--- config.mk ---
export PLATFORM = sky130hd
export DESIGN_NAME = interrupt_claim_complete_controller
export DESIGN_NICKNAME = d
export VERILOG_FILES = /design/src/hdl/icc_pkg.sv /design/src/hdl/icc_engine.sv /design/src/hdl/interrupt_claim_complete_controller.sv
export SDC_FILE = /design/constraint.sdc
export NUM_CORES = 1
export LEC_CHECK = 0
export ABC_AREA = 1
export BUFFER_PORTS_ARGS = -buffer_cell sky130_fd_sc_hd__clkbuf_2
export CAP_MARGIN = 25
export CORE_ASPECT_RATIO = 1.1
export CORE_UTILIZATION = 40
export DETAILED_ROUTE_END_ITERATION = 8
export PLACE_DENSITY = 0.58
export SETUP_SLACK_MARGIN = 0.2
export SYNTH_ARGS = -nofsm -noshare
export SYNTH_HDL_FRONTEND = slang
export SYNTH_HIERARCHICAL = 1
export SYNTH_SLANG_ARGS = --single-unit
export TNS_END_PERCENT = 5
--- constraint.sdc ---
create_clock -name i_clk -period 5.86 [get_ports i_clk]
set_clock_uncertainty 0.15 [all_clocks]
set_input_delay 0.293 -clock i_clk [delete_from_list [all_inputs] [get_ports i_clk]]
set_output_delay 0.293 -clock i_clk [all_outputs]
set_load 0.01 [all_outputs]
--- src/hdl/icc_pkg.sv ---
package icc_pkg;

    localparam int LINE_COUNT_DEF     = 32;
    localparam int CONTEXT_BASE_DEF   = 32'h0020_0000;
    localparam int CONTEXT_STRIDE_DEF = 32'h0000_1000;

    localparam int REQ_W    = 2;
    localparam int OFFSET_W = 22;
    localparam int DATA_W   = 32;
    localparam int LINE_W   = 5;
    // offset compare width, two bits wider than the register offset; base + stride + 4 is truncated to it
    localparam int CMP_W    = OFFSET_W + 2;

    typedef enum logic [REQ_W-1:0] {
        REQ_READ  = 2'd0,
        REQ_WRITE = 2'd1,
        REQ_LINE  = 2'd2
    } t_req_type;

    typedef struct packed {
        t_req_type             req_type;
        logic [OFFSET_W-1:0]   reg_offset;
        logic [DATA_W-1:0]     write_data;
        logic [LINE_W-1:0]     line_number;
        logic                  line_level;
    } t_item;

endpackage

--- src/hdl/icc_engine.sv ---
module icc_engine #(
    parameter int LINE_COUNT     = icc_pkg::LINE_COUNT_DEF,
    parameter int CONTEXT_BASE   = icc_pkg::CONTEXT_BASE_DEF,
    parameter int CONTEXT_STRIDE = icc_pkg::CONTEXT_STRIDE_DEF
) (
    input  logic                       i_clk,
    input  logic                       i_rst_n,
    input  logic                       i_fire,
    input  icc_pkg::t_item             i_item,
    output logic [icc_pkg::DATA_W-1:0] o_read_data,
    output logic                       o_ext_irq
);

    localparam int SRC_W = LINE_COUNT - 1;
    localparam int ID_W  = $clog2(LINE_COUNT);
    localparam logic [icc_pkg::CMP_W-1:0] CLAIM0 = icc_pkg::CMP_W'(CONTEXT_BASE + 4);
    localparam logic [icc_pkg::CMP_W-1:0] CLAIM1 =
        icc_pkg::CMP_W'(CONTEXT_BASE + CONTEXT_STRIDE + 4);

    logic [SRC_W-1:0] r_pending;
    logic [SRC_W-1:0] r_served;
    logic [SRC_W-1:0] n_pending;
    logic [SRC_W-1:0] n_served;
    logic [SRC_W-1:0] act;
    logic [SRC_W-1:0] lowest;
    logic [SRC_W-1:0] clr_vec;
    logic [SRC_W-1:0] line_vec;
    logic [ID_W-1:0]  low_idx;
    logic [ID_W-1:0]  claim_id;
    logic [icc_pkg::CMP_W-1:0] off_ext;
    logic             is_claim;

    assign act      = r_pending & ~r_served;
    assign lowest   = act & (~act + SRC_W'(1));
    assign off_ext  = {2'b00, i_item.reg_offset};
    assign is_claim = (off_ext == CLAIM0) || (off_ext == CLAIM1);
    assign claim_id = ID_W'(low_idx + ID_W'(1));

    // priority encoder, lowest active source wins
    always_comb begin
        low_idx = '0;
        for (int k = SRC_W - 1; k >= 0; k--) begin
            if (act[k]) begin
                low_idx = ID_W'(k);
            end
        end
    end

    // one-hot decodes of completion id and line number; out-of-range ids never match
    always_comb begin
        for (int k = 0; k < SRC_W; k++) begin
            clr_vec[k]  = (i_item.write_data == 32'(k + 1));
            line_vec[k] = (32'(i_item.line_number) == 32'(k + 1));
        end
    end

    always_comb begin
        n_pending   = r_pending;
        n_served    = r_served;
        o_read_data = '0;
        case (i_item.req_type)
            icc_pkg::REQ_READ: begin
                if (is_claim) begin
                    n_served = r_served | lowest;
                    if (act != '0) begin
                        o_read_data = icc_pkg::DATA_W'(claim_id);
                    end
                end
            end
            icc_pkg::REQ_WRITE: begin
                if (is_claim) begin
                    n_served = r_served & ~clr_vec;
                end
            end
            icc_pkg::REQ_LINE: begin
                if (i_item.line_level) begin
                    n_pending = r_pending | line_vec;
                end else begin
                    n_pending = r_pending & ~line_vec;
                end
            end
            default: begin
            end
        endcase
        o_ext_irq = ((n_pending & ~n_served) != '0);
    end

    always_ff @(posedge i_clk) begin
        if (!i_rst_n) begin
            r_pending <= '0;
            r_served  <= '0;
        end else if (i_fire) begin
            r_pending <= n_pending;
            r_served  <= n_served;
        end
    end

endmodule

--- src/hdl/interrupt_claim_complete_controller.sv ---
// interrupt claim/complete controller, simplified platform interrupt style
//
// input channel (i_in_valid / o_in_ready) carries one item per transfer: a
// register read, a register write or an interrupt line level change. output
// channel (o_out_valid / i_out_ready) returns exactly one item for each input
// item, in order: read_data (claimed source id, else 0) and ext_irq (high
// while any source is pending and not served, after this item's update).
//
// throughput: one item per cycle while the receiver does not stall; an
// accepted item enters the input register, which feeds the mask update
// and priority encoder, whose result lands in the output register.
//
// when the receiver stalls, the output register holds its item and the input
// register holds one more; o_in_ready drops only when both are full.
// reset (i_rst_n low, synchronous) clears the pending and served masks and
// empties both pipeline registers.
module interrupt_claim_complete_controller #(
    parameter int LINE_COUNT     = icc_pkg::LINE_COUNT_DEF,
    parameter int CONTEXT_BASE   = icc_pkg::CONTEXT_BASE_DEF,
    parameter int CONTEXT_STRIDE = icc_pkg::CONTEXT_STRIDE_DEF
) (
    input  logic                         i_clk,
    input  logic                         i_rst_n,
    // input channel
    input  logic                         i_in_valid,
    output logic                         o_in_ready,
    input  logic [icc_pkg::REQ_W-1:0]    i_req_type,
    input  logic [icc_pkg::OFFSET_W-1:0] i_reg_offset,
    input  logic [icc_pkg::DATA_W-1:0]   i_write_data,
    input  logic [icc_pkg::LINE_W-1:0]   i_line_number,
    input  logic                         i_line_level,
    // output channel
    output logic                         o_out_valid,
    input  logic                         i_out_ready,
    output logic [icc_pkg::DATA_W-1:0]   o_read_data,
    output logic                         o_ext_irq
);

    // stage 1: registered input item
    logic           r_s1_valid;
    icc_pkg::t_item r_s1_item;

    // stage 2: registered result item
    logic                       r_out_valid;
    logic [icc_pkg::DATA_W-1:0] r_read_data;
    logic                       r_ext_irq;

    // engine results for the item in stage 1
    logic [icc_pkg::DATA_W-1:0] n_read_data;
    logic                       n_ext_irq;

    logic out_free;
    logic in_fire;
    logic s1_fire;

    // output slot is free when empty or being drained this cycle
    assign out_free   = !r_out_valid || i_out_ready;
    assign s1_fire    = r_s1_valid && out_free;
    // stage 1 can take a new item when empty or moving forward
    assign o_in_ready = !r_s1_valid || out_free;
    assign in_fire    = i_in_valid && o_in_ready;

    always_ff @(posedge i_clk) begin
        if (!i_rst_n) begin
            r_s1_valid  <= 1'b0;
            r_out_valid <= 1'b0;
        end else begin
            if (o_in_ready) begin
                r_s1_valid <= i_in_valid;
            end
            if (out_free) begin
                r_out_valid <= r_s1_valid;
            end
        end
    end

    always_ff @(posedge i_clk) begin
        if (in_fire) begin
            r_s1_item.req_type    <= icc_pkg::t_req_type'(i_req_type);
            r_s1_item.reg_offset  <= i_reg_offset;
            r_s1_item.write_data  <= i_write_data;
            r_s1_item.line_number <= i_line_number;
            r_s1_item.line_level  <= i_line_level;
        end
        if (s1_fire) begin
            r_read_data <= n_read_data;
            r_ext_irq   <= n_ext_irq;
        end
    end

    // masks change exactly when the item moves into the output register
    icc_engine #(
        .LINE_COUNT     (LINE_COUNT),
        .CONTEXT_BASE   (CONTEXT_BASE),
        .CONTEXT_STRIDE (CONTEXT_STRIDE)
    ) u_engine (
        .i_clk       (i_clk),
        .i_rst_n     (i_rst_n),
        .i_fire      (s1_fire),
        .i_item      (r_s1_item),
        .o_read_data (n_read_data),
        .o_ext_irq   (n_ext_irq)
    );

    assign o_out_valid = r_out_valid;
    assign o_read_data = r_read_data;
    assign o_ext_irq   = r_ext_irq;

endmodule

# [After elaboration in Yosys (flattened, before gate mapping)]
# Cells that the tools add are included.
[totals] reg_bits=159 latch_bits=0 ramBits=0 rom_bits=0 inputBits=66 out_inout_bits=35 elab_cells=140 n_memories=0
[classes] n_addsub=2 multipliers=0 div=0 order_cmp=0 eq_ne=66 shifts=0 muxes=36 n_bitwise=12 reduce_logical=12
[op_table] operator="32-bit by 5-bit == test with 1-bit output, second input constant" count=16
[op_table] operator="32-bit by 4-bit == test with 1-bit output, second input constant" count=8
[op_table] operator="31-bit bitwise AND" count=5
[op_table] operator="5-bit 2-to-1 mux" count=31
[op_table] operator="31-bit NOT" count=5
[op_table] operator="32-bit by 3-bit == test with 1-bit output, second input constant" count=4
[op_table] operator="31-bit 2-to-1 mux" count=4
[op_table] operator="5-bit == test, second input constant" count=16
[op_table] operator="32-bit by 2-bit == test with 1-bit output, second input constant" count=2
[op_table] operator="31-bit bitwise OR" count=2
[op_table] operator="31-bit one-hot mux with 2 select lines" count=1
[op_table] operator="31-bit nonzero test" count=2
[op_table] operator="22-bit == test, second input constant" count=2
[op_table] operator="5-bit by 4-bit == test with 1-bit output, second input constant" count=8
[op_table] operator="32-bit by 1-bit == test with 1-bit output, second input constant" count=1
[op_table] operator="31-bit by 1-bit adder with 31-bit output, second input constant" count=1
[op_table] operator="5-bit by 3-bit == test with 1-bit output, second input constant" count=4
[op_table] operator="5-bit by 2-bit == test with 1-bit output, second input constant" count=2
[op_table] operator="5-bit by 1-bit adder with 5-bit output, second input constant" count=1
[op_table] operator="5-bit by 1-bit == test with 1-bit output, second input constant" count=1
[op_table] operator="1-bit logical OR" count=3
[op_table] operator="3-bit AND reduction" count=1
[op_table] operator="2-bit by 1-bit == test with 1-bit output, second input constant" count=1
[op_table] operator="2-bit == test, second input constant" count=1
[op_table] operator="other kinds (4)" count=6

# [Logic depth before layout (Yosys ltp)]
[logic_depth] word_depth=34 mapped_depth=33 ltp_nobuf=33

# [Hierarchy]
# The synthesis kept the hierarchy.
[modules_own_cells] module="icc_engine" n_inst=1 cells_per_inst=780 area_each_um2=4887.2 seq_area_each_um2=1241.2
[modules_own_cells] module="interrupt_claim_complete_controller" n_inst=1 cells_per_inst=108 area_each_um2=2947.8 seq_area_each_um2=2892.8

# [Least setup slack after synthesis]
# No wires, ideal clock.
[synth_path] kind="flip-flop to flip-flop" from="reg r_out_valid (netlist: o_out_valid)" to="reg u_engine.r_pending[14]" setup_time_ps=70 t_arrival_ps=3009 required_ps=5640 path_slack_ps=2631 stages_incl_launch_ff=6 path_buffers=2 synth_period_minus_slack_ps=3229 cell_sequence="dfxtp_1 > a21oi_1 > clkbuf_1 > clkbuf_1 > o21ai_0 > a21oi_1"
[synth_via] elab_chain_len=3
[synth_rtl] element="start, declared" line_no="interrupt_claim_complete_controller.sv:44" text="logic r_out_valid;"
[synth_rtl] element="start signal, assigned" line_no="interrupt_claim_complete_controller.sv:72" text="r_out_valid <= r_s1_valid;"
[synth_rtl] element="1-bit logical NOT" line_no="interrupt_claim_complete_controller.sv:57" text="assign out_free = !r_out_valid || i_out_ready;"
[synth_rtl] element="1-bit logical OR" line_no="interrupt_claim_complete_controller.sv:57"
[synth_rtl] element="1-bit logical AND" line_no="interrupt_claim_complete_controller.sv:58" text="assign s1_fire = r_s1_valid && out_free;"
[synth_rtl] element="named net s1_fire" line_no="interrupt_claim_complete_controller.sv:54" text="logic s1_fire;"
[synth_rtl] element="end signal, assigned" line_no="icc_engine.sv:93" text="r_pending <= n_pending;"
[synth_rtl] element="end, declared" line_no="icc_engine.sv:20" text="logic [SRC_W-1:0] r_pending;"
# The timed path passes the listed nets, and every way through them passes these cells.
# A chain may end at the register's enable or synchronous reset.

# [Final worst setup path]
[layout_path] from="reg r_s1_item[39] in the netlist's numbering" to="reg r_ext_irq (netlist: o_ext_irq), data pin"
[layout_via] elab_chain_len=7
[layout_rtl] element="start, declared" line_no="interrupt_claim_complete_controller.sv:41" text="icc_pkg::t_item r_s1_item;"
[layout_rtl] element="22-bit == test" line_no="icc_engine.sv:36" text="assign is_claim = (off_ext == CLAIM0) || (off_ext == CLAIM1);"
[layout_rtl] element="1-bit logical OR *" line_no="icc_engine.sv:36"
[layout_rtl] element="31-bit 2-to-1 mux (on tied branches)" line_no="icc_engine.sv:71, icc_engine.sv:63"
[layout_rtl] element="31-bit one-hot mux with 2 select lines *" line_no="icc_engine.sv:61" text="case (i_item.req_type)"
[layout_rtl] element="31-bit NOT *" line_no="icc_engine.sv:85" text="o_ext_irq = ((n_pending & ~n_served) != '0);"
[layout_rtl] element="31-bit bitwise AND *" line_no="icc_engine.sv:85"
[layout_rtl] element="31-bit nonzero test *" line_no="icc_engine.sv:85"
[layout_rtl] element="named net n_ext_irq" line_no="interrupt_claim_complete_controller.sv:50" text="logic n_ext_irq;"
[layout_rtl] element="end signal, assigned" line_no="interrupt_claim_complete_controller.sv:87" text="r_ext_irq <= n_ext_irq;"
[layout_rtl] element="end, declared" line_no="interrupt_claim_complete_controller.sv:46" text="logic r_ext_irq;"
# Mark *: on every way through the listed nets, which the timed path passes. The rest lies on a longest branch.

==> run metrics <==
result of the run complete, no violations; total number of vias 6528; most common cell after layout, fill and taps aside sky130_fd_sc_hd__nand2_1; TritonCTS clock tree built; Post-CTS Setup Repair Bufs 0; Clock Sink Count 158; overall die area 20080 um^2; Setup TNS 0 ps; vias in the first global route 6262; worst-case hold slack 37.65 ps; per-instance average area after synthesis 8.799 um^2; worst r2r path cells 15; highest fanout seen on the critical path 11; shortest clock period the worst path allows after layout 3407 ps; number of top-level pins 101; routed wire length 21.02 mm; start of the worst register-to-register path r_s1_item[39]$_DFFE_PP_; DRC violation count after routing 0; Worst Hold Class primary input to flop; kind of start point of the critical path flop; pins over their slew limit 0; Placed Instances 1212; routed length per instance 16.09 um; slack of the critical path 2453 ps; number of gates resized after CTS 0; antenna viol nets, final 0; synthesized instance count 887; clk_lat worst skew 430 ps; setup repair after global routing missed its margin false; end point of the critical path o_ext_irq$_DFFE_PP_; initial antenna violation count 0; worst setup path class flop to flop; x dimension of the die 135.2 um; effective utilization at floorplan 40.87%; worst vdd rail ir drop 209.9 uV; overall die height 148.5 um; growth of design area from synthesis to finish 24.16%; final hold violation count 0; non-filler cells, final 1306; most used cells in the layout excluding fill and tap cells sky130_fd_sc_hd__nand2_1 (162), sky130_fd_sc_hd__inv_1 (118), sky130_fd_sc_hd__clkbuf_2 (99); endpoint type of the worst setup path flop; standard-cell rows 53; flop-to-flop setup slack 2450 ps; Detailed Routing Iterations Pass 1 6; Pwr Density 294.7 nW/um^2; number of DRC markers after the initial detailed-route iteration 503; total inserted antenna cells 0; via-per-instance ratio 4.998; fraction of layout instances using a drive strength above 1 17.37%; core region area 19100 um^2; Filler Cell Count 1795; maximum root-to-sink buffer count 2; final setup violation count 0; placed inst area 8461 um^2; part of the cycle the worst path needs 58.14%; Design Area, Final 9691 um^2; cell leakage power 4.351 nW; PortBufs 99; max frequency 0.2935 GHz; global route overflow 0; worst-case setup slack after placement 2450 ps; maximum number of pins on one net before global-route repair 83; routability congestion estimate 0.9403; hold buffer count at cts 62; post-layout net count 1113; HPWL after detailed placement 14.83 mm; origin of the worst setup path r_s1_item[39]$_DFFE_PP_; global-route total usage across every layer 21.83%; total number of yosys warnings 6; worst reg2reg endpoint o_ext_irq$_DFFE_PP_; actual slew at the worst max-slew pin 932.7 ps; root cell of the clock tree sky130_fd_sc_hd__clkbuf_16; Data required, critical path 5850 ps; max-slew headroom at the worst pin 37.75%; global-route wire length before repair 32.80 mm; arrival time of the worst setup path 3400 ps; total clock buffers created by CTS 17; total standard cell area after synthesis 7805 um^2; post-CTS clock slew at the launch and capture registers of the worst setup and hold paths 60 ps; number of max-cap violations 0; number of H-tree branching levels 4
==> per-stage QoR <==
step           total power, W  utilization (%)
6_report             0.002856            50.74
5_1_grt              0.002978            50.74
4_1_cts              0.002870            50.74
3_5_place_dp         0.001691            44.30
3_3_place_gp         0.001690            44.30
2_1_floorplan        0.001581                -
==> final cells by class <==
type	instances	area [um^2]	area share (%)
flip-flops and latches	158	4104	42.35
repair buffers	168	1169	12.06
clock inverters	14	170.2	1.756
inverters	128	480.5	4.958
multi-input cells	573	3019	31.16
well taps	247	309.0	3.189
clock buffers	18	439.2	4.532
==> sequential cells by signal, indices dropped and copies added, names as in the netlist <==
| name | flops |
|---|---|
| r_s1_item | 61 |
| o_read_data | 32 |
| u_engine/r_pending | 31 |
| u_engine/r_served | 31 |
| o_ext_irq | 1 |
| o_out_valid | 1 |
| r_s1_valid | 1 |
==> power by group <==
part	internal [W]	total [W]	switching, W
sequential	0.00125	0.00129	0.0000382
clock	0.000657	0.00115	0.000491
combinational	0.000151	0.000422	0.000270
total	0.00206	0.00286	0.000800
==> worst max-delay path, stage by stage, from the launching register on <==
cell	delay, ps
sky130_fd_sc_hd__edfxtp_1	360
sky130_fd_sc_hd__nor2_1	110
sky130_fd_sc_hd__nand3b_1	100
sky130_fd_sc_hd__nor3_2	200
sky130_fd_sc_hd__nand4_2	320
sky130_fd_sc_hd__nor2_4	370
sky130_fd_sc_hd__inv_2	210
sky130_fd_sc_hd__nor3_2	210
sky130_fd_sc_hd__inv_1	90
sky130_fd_sc_hd__nor4_2	180
sky130_fd_sc_hd__o22ai_1	130
sky130_fd_sc_hd__nand2_1	80
sky130_fd_sc_hd__nand2_1	70
sky130_fd_sc_hd__nor3_2	180
sky130_fd_sc_hd__nand3_1	130
sky130_fd_sc_hd__nand3b_1	210
==> how the worst min path moves through the flow <==
stage	cells after the start	endpoint	startpoint
2_1_floorplan	0	r_s1_item[0]$_DFFE_PP_	i_line_level
3_3_place_gp	1	r_s1_item[56]$_DFFE_PP_	i_reg_offset[18]
3_5_place_dp	1	r_s1_item[38]$_DFFE_PP_	i_reg_offset[0]
4_1_cts	4	o_out_valid$_SDFFE_PN0P_	i_out_ready
5_1_grt	4	o_out_valid$_SDFFE_PN0P_	i_out_ready
6_report	4	o_out_valid$_SDFFE_PN0P_	i_out_ready
==> metal layers <==
layer,track usage [%],part of all wire (%),vias to the layer above
met2,36.08,49,221
met3,4.226,5.8,49
li1,-,-,3290
met4,11.46,3.5,0
met1,26.91,42,2968
met5,0,0,-
No activity file was read; power rests on OpenSTA's default activity.
